**src/rtl/bfsp_pkg.sv**
```systemverilog
// shared types and constants for the shortest path unit
// no dependencies
package bfsp_pkg;

    localparam int VTX_BITS  = 6;
    localparam int DIST_BITS = 32;
    localparam logic signed [DIST_BITS-1:0] DIST_INF = 32'sd536870912;

    typedef struct packed {
        logic load_edge;
        logic clear_set;
        logic init_run;
        logic edge_rd;
        logic dist_rd;
        logic relax;
        logic clear_changed;
        logic eidx_clr;
        logic eidx_inc;
        logic pass_clr;
        logic pass_inc;
        logic vidx_clr;
        logic vidx_inc;
        logic out_rd;
        logic out_load_vtx;
        logic out_load_neg;
    } t_cmd;

    typedef struct packed {
        logic empty;
        logic edge_end;
        logic pass_end;
        logic changed;
        logic out_last;
    } t_sts;

endpackage

```
**src/rtl/bfsp_ctrl.sv**
```systemverilog
// controller state machine: edge loading, relaxation passes, result output
// depends on bfsp_pkg
module bfsp_ctrl (
    input  logic          i_clk,
    input  logic          i_rst_n,
    input  logic          i_valid,
    input  logic          i_edge_last,
    input  logic          i_ready,
    output logic          o_ready,
    output logic          o_valid,
    input  bfsp_pkg::t_sts i_sts,
    output bfsp_pkg::t_cmd o_cmd
);
    import bfsp_pkg::*;

    localparam logic [3:0] S_IDLE  = 4'd0;
    localparam logic [3:0] S_START = 4'd1;
    localparam logic [3:0] S_INIT  = 4'd2;
    localparam logic [3:0] S_EDGE  = 4'd3;
    localparam logic [3:0] S_DIST  = 4'd4;
    localparam logic [3:0] S_RELAX = 4'd5;
    localparam logic [3:0] S_PASS  = 4'd6;
    localparam logic [3:0] S_ORD   = 4'd7;
    localparam logic [3:0] S_OLOAD = 4'd8;
    localparam logic [3:0] S_NEG   = 4'd9;
    localparam logic [3:0] S_OWAIT = 4'd10;
    localparam logic [3:0] S_DONE  = 4'd11;

    logic [3:0] r_state;
    logic [3:0] n_state;
    t_cmd       cmd;

    always_ff @(posedge i_clk) begin
        if (!i_rst_n) begin
            r_state <= S_IDLE;
        end else begin
            r_state <= n_state;
        end
    end

    always_comb begin
        cmd     = '0;
        n_state = r_state;
        unique case (r_state)
            S_IDLE: begin
                cmd.load_edge = i_valid;
                if (i_valid && i_edge_last) begin
                    n_state = S_START;
                end
            end
            S_START: begin
                n_state = i_sts.empty ? S_DONE : S_INIT;
            end
            S_INIT: begin
                cmd.init_run      = 1'b1;
                cmd.eidx_clr      = 1'b1;
                cmd.pass_clr      = 1'b1;
                cmd.clear_changed = 1'b1;
                n_state           = S_EDGE;
            end
            S_EDGE: begin
                cmd.edge_rd = 1'b1;
                n_state     = S_DIST;
            end
            S_DIST: begin
                cmd.dist_rd = 1'b1;
                n_state     = S_RELAX;
            end
            S_RELAX: begin
                cmd.relax = 1'b1;
                if (i_sts.edge_end) begin
                    n_state = S_PASS;
                end else begin
                    cmd.eidx_inc = 1'b1;
                    n_state      = S_EDGE;
                end
            end
            S_PASS: begin
                priority if (!i_sts.changed) begin
                    cmd.vidx_clr = 1'b1;
                    n_state      = S_ORD;
                end else if (i_sts.pass_end) begin
                    n_state = S_NEG;
                end else begin
                    cmd.pass_inc      = 1'b1;
                    cmd.eidx_clr      = 1'b1;
                    cmd.clear_changed = 1'b1;
                    n_state           = S_EDGE;
                end
            end
            S_ORD: begin
                cmd.out_rd = 1'b1;
                n_state    = S_OLOAD;
            end
            S_OLOAD: begin
                cmd.out_load_vtx = 1'b1;
                n_state          = S_OWAIT;
            end
            S_NEG: begin
                cmd.out_load_neg = 1'b1;
                n_state          = S_OWAIT;
            end
            S_OWAIT: begin
                if (i_ready) begin
                    if (i_sts.out_last) begin
                        n_state = S_DONE;
                    end else begin
                        cmd.vidx_inc = 1'b1;
                        n_state      = S_ORD;
                    end
                end
            end
            S_DONE: begin
                cmd.clear_set = 1'b1;
                n_state       = S_IDLE;
            end
            default: begin
                n_state = S_IDLE;
            end
        endcase
    end

    assign o_cmd   = cmd;
    assign o_ready = (r_state == S_IDLE);
    assign o_valid = (r_state == S_OWAIT);
endmodule

```
**config.mk**
```make
export PLATFORM = sky130hd
export DESIGN_NAME = bfsp_ctrl
export DESIGN_NICKNAME = d
export VERILOG_FILES = /design/src/rtl/bfsp_pkg.sv /design/src/rtl/bfsp_ctrl.sv
export SDC_FILE = /design/constraint.sdc
export NUM_CORES = 1
export LEC_CHECK = 0
export ABC_CLOCK_PERIOD_IN_PS = 3100
export BUFFER_PORTS_ARGS = -buffer_cell sky130_fd_sc_hd__buf_2
export CAP_MARGIN = 40
export CORE_AREA = 2 2 39 41
export DETAILED_ROUTE_END_ITERATION = 12
export DIE_AREA = 0 0 41 43
export PLACE_DENSITY = 0.65
export SLEW_MARGIN = 20
export SYNTH_ARGS = -nofsm -noshare
export SYNTH_HDL_FRONTEND = slang
export SYNTH_SLANG_ARGS = --single-unit
```
**constraint.sdc**
```tcl
create_clock -name i_clk -period 3.1 [get_ports i_clk]
set_clock_uncertainty 0.1 [all_clocks]
set_input_delay 0.775 -clock i_clk [delete_from_list [all_inputs] [get_ports i_clk]]
set_output_delay 0.775 -clock i_clk [all_outputs]
set_load 0.03 [all_outputs]
```
### Word level (Yosys, flattened, before mapping)

Cells that the tools add are included.

* reduce and logical (&&, ||, !) cells: 4
* equality and inequality tests: 13
* mux-type cells: 29

Operators with widths (number)
* $pmux 4 s10: 1
* $mux 4: 6
* $mux 1: 17
* $eq 4x3->1 const B: 4
* $eq 4x4->1 const B: 4
* $eq 4x2->1 const B: 2
* $mux 2: 3
* $eq 4x1->1 const B: 1
* $logic_not 4->1: 1
* $pmux 2 s2: 1
* $mux 3: 1
* $ne 2x1->1 const B: 1
* $ne 2x2->1 const B: 1
* $reduce_and 2->1: 1
* $reduce_or 2->1: 1
* $logic_and 1x1->1: 1

* input bits: 10
* register bits after elaboration: 4
* output and inout port bits: 18
* logic and storage cells: 47

### Logic depth before layout (Yosys ltp)

Gate-level depths: netlist of the first run.

* word-level depth: 3
* depth in mapped cells: 5
* depth with buffers taken out: 4

### Worst setup path after synthesis of the first run

Ideal clock, no wire load.

* kind: input to output
* start: input i_sts[2] (netlist name)
* end: output o_cmd[9] (netlist name)
* data required time: 2.225 ns
* data arrival time: 2.065 ns
* cell stages on the path: 3
* path slack: 0.160 ns
* path buffers: 1
* cells stage by stage: nand2b_1 > a211oi_1 > buf_4

RTL lines
* start, declared: line bfsp_ctrl.sv:11 `input bfsp_pkg::t_sts i_sts,`
* end, declared: line bfsp_ctrl.sv:12 `output bfsp_pkg::t_cmd o_cmd`

==> results of run 1 <==
worst max-delay path: stages, from the launching register on:
cell and delay [ps]:
dfxtp_1 680, nand2b_4 120, or3b_1 380, nor2_1 100, buf_2 200
per-layer routing:
layer  global-route usage, %  up-vias  wire [µm]  part of all wire, %
met2                   22.50       21        530                   46
met1                   19.68      235        523                   46
li1                        -      285          -                    -
met5                       0        -          0                    0
met3                   1.571        0         86                  7.5
met4                   4.000        0          0                    0
final cells by class:
| class | count | share of cell area (%) |
|---|---|---|
| clock buffers | 3 | 3.666 |
| inverters | 2 | 1.222 |
| multi-input cells | 56 | 55.60 |
| flip-flops and latches | 4 | 13.03 |
| well taps | 16 | 3.259 |
| repair buffers | 28 | 23.22 |
power breakdown:
group / internal [W] / switching [W]
logic: 0.000141 / 0.000223
registers: 0.0000713 / 0.0000786
clock network: 0.0000432 / 0.0000195
total: 0.000255 / 0.000321
stage by stage:
| step | cell area, µm² | util (%) |
|---|---|---|
| after global routing | 614.3 | 44.39 |
| after floorplan | 483.0 | - |
| after global placement | 591.8 | 42.77 |
| after detailed placement | 591.8 | 42.77 |
| final | 614.3 | 44.39 |
| after CTS | 614.3 | 44.39 |
worst paths after layout:
check / start / endpoint / cells after the start
worst max-delay path: r_state[1]$_SDFFE_PN0P_ / o_cmd[5] / 4
worst min-delay path: r_state[3]$_SDFFE_PN0P_ / r_state[3]$_SDFFE_PN0P_ / 3
worst max register to register: r_state[0]$_SDFFE_PN0P_ / r_state[2]$_SDFFE_PN0P_ / 4
worst min register to register: r_state[3]$_SDFFE_PN0P_ / r_state[3]$_SDFFE_PN0P_ / 3
cell families after synthesis:
group | Yosys count | share of synthesized area (%)
buffers and inverters | 10 | 12.69
DFF | 4 | 16.58
and+or+nand+nor | 41 | 50.78
AOI/OAI and AO/OA | 15 | 19.95
cell usage after synthesis, drive strengths merged, types with 2 or more instances:
library cell | count | share of area [%]
a21oi | 5 | 5.2
and2 | 2 | 2.6
buf | 8 | 11
dfxtp | 4 | 17
inv | 2 | 1.6
nand2 | 9 | 7.0
nand2b | 6 | 9.3
nor2 | 9 | 7.0
nor2b | 3 | 3.9
nor3 | 4 | 4.1
nor4 | 2 | 5.7
o21ai | 4 | 4.1
==> run metrics, run 1 <==
outcome=finished, final reports clean; Worst Path Max Fanout=14; top flip-flop cell by instance count after synthesis=dfxtp_1; layout cells sized above 1=36.56%; MaxCap Viol Count=0; Worst Path Class, Setup=reg -> out; vias in the first global route=443; post-route non-filler standard cell count=109; Net count, final=105; gate count after technology mapping=70; highest clock frequency the design can meet=385.8 MHz; area used by sequential logic in the layout=80.08 µm²; routability congestion estimate=0.7692; core box area=0.001384 mm²; arrival time of data at the critical path endpoint=1720 ps; synthesis warning total=0; worst hold-check slack=658.8 ps; first drt pass iteration count=4; Leak Pwr=0.3041 nW; register bit total from synthesis=4; Antenna Violating Nets Remaining=0; total chip power=0.0005761 W; critical path capture point type=output pin; cell area after synthesis=483.0 µm²; initial standard-cell utilization of the core=34.90%; final hold viol count=0; multi-input combinational cell area=341.6 µm²; path type of the worst min-delay path=reg -> reg; Critical Path Start Type=flop; Top reg by flops=r_state; P&R area growth vs syn=27.20%; largest registers ranked by flip-flop count=r_state: 4 flops; count of vias placed by the detailed router=541; CTS root buffer=clkbuf_4; largest net degree at the start of global routing=19; die boundary height=43 µm; clock latency reported for the late side of the worst-skew pair=230 ps; post-layout min period=2592 ps; post-synthesis sequential area ratio=16.58%; clock input transition at the sequential cells of the worst setup and hold paths=40 ps; sum of overflow across all layers after global routing=0; most common cell after layout, fill and taps aside=buf_2; total nets after synthesis=80; antenna diode count=0; global-route total usage across every layer=14.27%; synthesized area divided by synthesized cell count=6.899 µm²; initial detailed-routing violation count=3; count of hold buffers inserted by post-cts repair=0; final wirelength=1141 µm; required time worst endpoint=2220 ps; level count of the clock H-tree=1; asr flop ratio synth=0%; max reg flops=4; period utilisation layout=83.61%; final total negative setup slack=0 ps; clock buffer count from CTS=3; DRC Markers=0; worst-margin pin slew=584.1 ps; most frequent cells in the layout=buf_2 (27), nand2_1 (9), nor2_1 (9); CTS resizes=0; relative slew slack=61.01%; num rows=14; number of library cell types mapped by synthesis=29; wire length per cell after detailed routing=10.47 µm; power per cell area=937.8 mW/mm²; RSZ-0062 raised after global routing=no; Placement Setup Slack=690.2 ps; max-slew violation total from the final report=0; Detailed Place HPWL=883.6 µm; count of pins on the block boundary=28; Placed Cells=106; Max rail drop VDD=0.0003684 V; number of buffers added on ports=27; first-pass GRT wire length=1794 µm; Filler Cells Inserted=151; buffers inserted during post-CTS setup optimization=0; number of clock sinks=4; initial antenna violation count=0; final setup violation count=0; r2r setup slk=1560 ps; Via density=4.963; TritonCTS clock tree=yes; worst-case clock buffer depth=2; die area=0.001763 mm²; Post-synth EDFFs=0; Horiz. Die Dim=41 µm; Final WS setup=508.1 ps
Note: power is estimated with default switching activity, not from simulation.
==> run 2: changes to the inputs <==
- ABC_AREA: not set -> 1
- ABC_CLOCK_PERIOD_IN_PS: 3100 -> 2200
- PLACE_DENSITY: 0.65 -> 0.64
- clock period: 3.1 -> 2.2 ns (I/O delays scaled with it)
==> run 2 against run 1 <==
Compared with the run above:
- final cell count grew 16%
- non-clock buffer count did not move
- power is 14% higher
- wire length is 1.3% lower
- combinational power increased by 16%
- global-route usage grew 0.34 points
- sequential power is 5% lower
- via count rose by 3.1%
- area after synthesis down 9.8%
- critical path type unchanged
- clock-buffer cell count did not move
- sequential share of layout area is 0.68 points higher
==> run metrics, run 2 <==
outcome=finished, final reports clean (unchanged); Leak Pwr=0.4062 nW (was 0.3041 nW); cell area after synthesis=435.4 µm² (was 483.0 µm²); largest stage delay on the critical path=480 ps (was 680 ps); crit-path leading delay family=flip-flops (unchanged); layout cells sized above 1=43.64% (was 36.56%); Worst Path Max Fanout=6 (was 14); sum of overflow across all layers after global routing=0 (unchanged); worst-margin pin slew=301.7 ps (was 584.1 ps); global-route total usage across every layer=14.61% (was 14.27%); arrival time of data at the critical path endpoint=1430 ps (was 1720 ps); worst hold-check slack=493.2 ps (was 658.8 ps); clock input transition at the sequential cells of the worst setup and hold paths=30 ps (was 40 ps); path type of the worst min-delay path=in -> reg (was reg -> reg); power per cell area=1042 mW/mm² (was 937.8 mW/mm²); largest net degree at the start of global routing=8 (was 19); Max rail drop VDD=0.0004822 V (was 0.0003684 V); antenna diode count=0 (unchanged); Antenna Violating Nets Remaining=0 (unchanged); simple-gate share of the synthesized area=53.16% (was 50.78%); period utilisation layout=94.51%; initial standard-cell utilization of the core=31.46% (was 34.90%); die area=0.001763 mm² (unchanged); CTS root buffer=clkbuf_4 (unchanged); highest clock frequency the design can meet=480.9 MHz; Design Area, Final=629.4 µm² (was 614.3 µm²); Critical Path Start Type=flop (unchanged); core box area=0.001384 mm² (unchanged); max-slew violation total from the final report=0 (unchanged); final hold viol count=0 (unchanged); critical path capture point type=output pin (unchanged); final setup violation count=0 (unchanged); TritonCTS clock tree=yes (unchanged); P&R area growth vs syn=44.54% (was 27.20%); clock buffer count from CTS=3 (unchanged); post-placement cell area=583.1 µm² (was 591.8 µm²); routability congestion estimate=0.7981 (was 0.7692); most common cell after layout, fill and taps aside=buf_2 (unchanged); max reg flops=4 (unchanged); adder-cell area share of the yosys netlist=0% (unchanged); die boundary height=43 µm (unchanged); Via density=4.429 (was 4.963); largest registers ranked by flip-flop count=r_state: 4 flops (unchanged); top flip-flop cell by instance count after synthesis=dfxtp_1 (unchanged); Filler Cells Inserted=154 (was 151); register bit total from synthesis=4 (unchanged); cell type contributing the most total cell area after synthesis=nand2_1 (was dfxtp_1); top-count cell post-synth=nand2_1; wire length per cell after detailed routing=8.937 µm (was 10.47 µm); post-synthesis sequential area ratio=18.39% (was 16.58%); relative slew slack=79.86% (was 61.01%); asr flop ratio synth=0% (unchanged); Horiz. Die Dim=41 µm (unchanged); portion of synthesized cell area occupied by the leading cell type=19.83% (was 16.58%); Net count, final=122 (was 105); first-pass GRT wire length=1759 µm (was 1794 µm); worst-case clock buffer depth=2 (unchanged); critical path cell sequence=nor2_4, nand2_1, inv_1, nand2_1, nor2_2, or2_4, clkbuf_4 (was nand2b_4, or3b_1, nor2_1, buf_2); gate count after technology mapping=81 (was 70); buffers and inverters on the worst path=2 (was 1); synthesis warning total=0 (unchanged); dominant combinational cell family by area after synthesis=simple AND/OR/NAND/NOR gates (unchanged); post-layout min period=2079 ps; final wirelength=1126 µm (was 1141 µm); initial antenna violation count=0 (unchanged); number of buffers added on ports=27 (unchanged); first drt pass iteration count=4 (unchanged); most instantiated cells after synthesis=nand2_1 (23), inv_1 (18), nor2_1 (11) (was nand2_1 (9), nor2_1 (9), a21oi_1 (5), nand2b_1 (5)); MaxCap Viol Count=0 (unchanged); mux share of post-synthesis cell area=0% (unchanged); count of pins on the block boundary=28 (unchanged); clock latency reported for the late side of the worst-skew pair=240 ps (was 230 ps); number of library cell types mapped by synthesis=19 (was 29); critical path's slowest cell=dfxtp_1 (unchanged); synthesized area divided by synthesized cell count=5.376 µm² (was 6.899 µm²); Top reg by flops=r_state (unchanged); RSZ-0062 raised after global routing=no (unchanged); final total negative setup slack=0 ps (unchanged); cell types with the largest area share after synthesis=nand2_1 (20%), dfxtp_1 (18%), inv_1 (16%) (was dfxtp_1 (17%), nand2_1 (7.0%), nor2_1 (7.0%)); most frequent cell on the critical path=nand2_1; Post-synth EDFFs=0 (unchanged); number of clock sinks=4 (unchanged); total nets after synthesis=91 (was 80); initial detailed-routing violation count=14 (was 3); most frequent cells in the layout=buf_2 (25), nand2_1 (23), inv_1 (17) (was buf_2 (27), nand2_1 (9), nor2_1 (9)); Worst Path Class, Setup=reg -> out (unchanged); count of hold buffers inserted by post-cts repair=0 (unchanged); post-synthesis compound-gate area fraction=8.621% (was 19.95%); DRC Markers=0 (unchanged); Detailed Place HPWL=932.7 µm (was 883.6 µm); level count of the clock H-tree=1 (unchanged); count of vias placed by the detailed router=558 (was 541); required time worst endpoint=1550 ps (was 2220 ps); xor-xnor portion of the synthesized cell area=0% (unchanged); num rows=14 (unchanged); vias in the first global route=463 (was 443)
## run 2: cells by family after synthesis
logic type             Yosys count
and+or+nand+nor                 50
buffers and inverters           21
AOI/OAI and AO/OA                6
DFF                              4
## run 2: per-layer routing
| metal | global-route usage (%) | vias up | part of all wire [%] |
|---|---|---|---|
| met3 | 3.141 | 4 | 4.8 |
| met4 | 8.000 | 0 | 1.9 |
| met1 | 19.75 | 242 | 42 |
| li1 | - | 299 | - |
| met5 | 0 | - | 0 |
| met2 | 20.63 | 13 | 51 |
## run 2: power breakdown
part	internal, W	leakage [nW]	switching (W)
Sequential	0.000101	0.0342	0.0000419
Combinational	0.000136	0.358	0.000284
Clock	0.0000612	0.0138	0.0000324
## run 2: path summary, 6_finish.rpt
kind                                start                      end  slack [ps]  depth (start not counted)
hold / removal                    i_rst_n  r_state[2]$_SDFFE_PN0P_         490                          3
setup / recovery  r_state[3]$_SDFFE_PN0P_                 o_cmd[8]         120                          7
hold reg to reg   r_state[1]$_SDFFE_PN0P_  r_state[1]$_SDFFE_PN0P_         540                          3
setup reg to reg  r_state[3]$_SDFFE_PN0P_  r_state[2]$_SDFFE_PN0P_         850                          6
## run 2: tightest hold or removal path, delay by kind of cell
family | cells | cell delay [ps]
buffers and inverters | 2 | 140
AND/OR/NAND/NOR | 1 | 100
## run 2: layout make-up
| type | instances | area (µm²) | area share (%) |
|---|---|---|---|
| repair buffers | 28 | 147.6 | 23.46 |
| clock buffers | 3 | 22.52 | 3.579 |
| multi-input cells | 56 | 281.5 | 44.73 |
| flip-flops and latches | 4 | 86.33 | 13.72 |
| inverters | 19 | 71.32 | 11.33 |
| well taps | 16 | 20.02 | 3.181 |
## run 2: timing repair
| action | 4_1_cts | 5_1_grt |
|---|---|---|
| endpoints found under the setup margin | 0 | 3 |
| gates resized for setup | 0 | 8 |
| buffers inserted | 0 | 1 |
| hold endpoints to repair | 0 | 0 |
## run 2: stage by stage
step / util [%] / setup WS (ps) / total power (W) / instances
finish: 45.48 / 120.8 / 0.0006559 / 126
global route: 45.48 / 4.939 / 0.0007007 / 126
CTS: 43.76 / 12.87 / 0.0006329 / 125
detailed placement: 42.13 / 277.2 / 0.0005336 / 122
global placement: 42.13 / 302.1 / 0.0005356 / 122
floorplan: - / 50.20 / 0.0004578 / 81
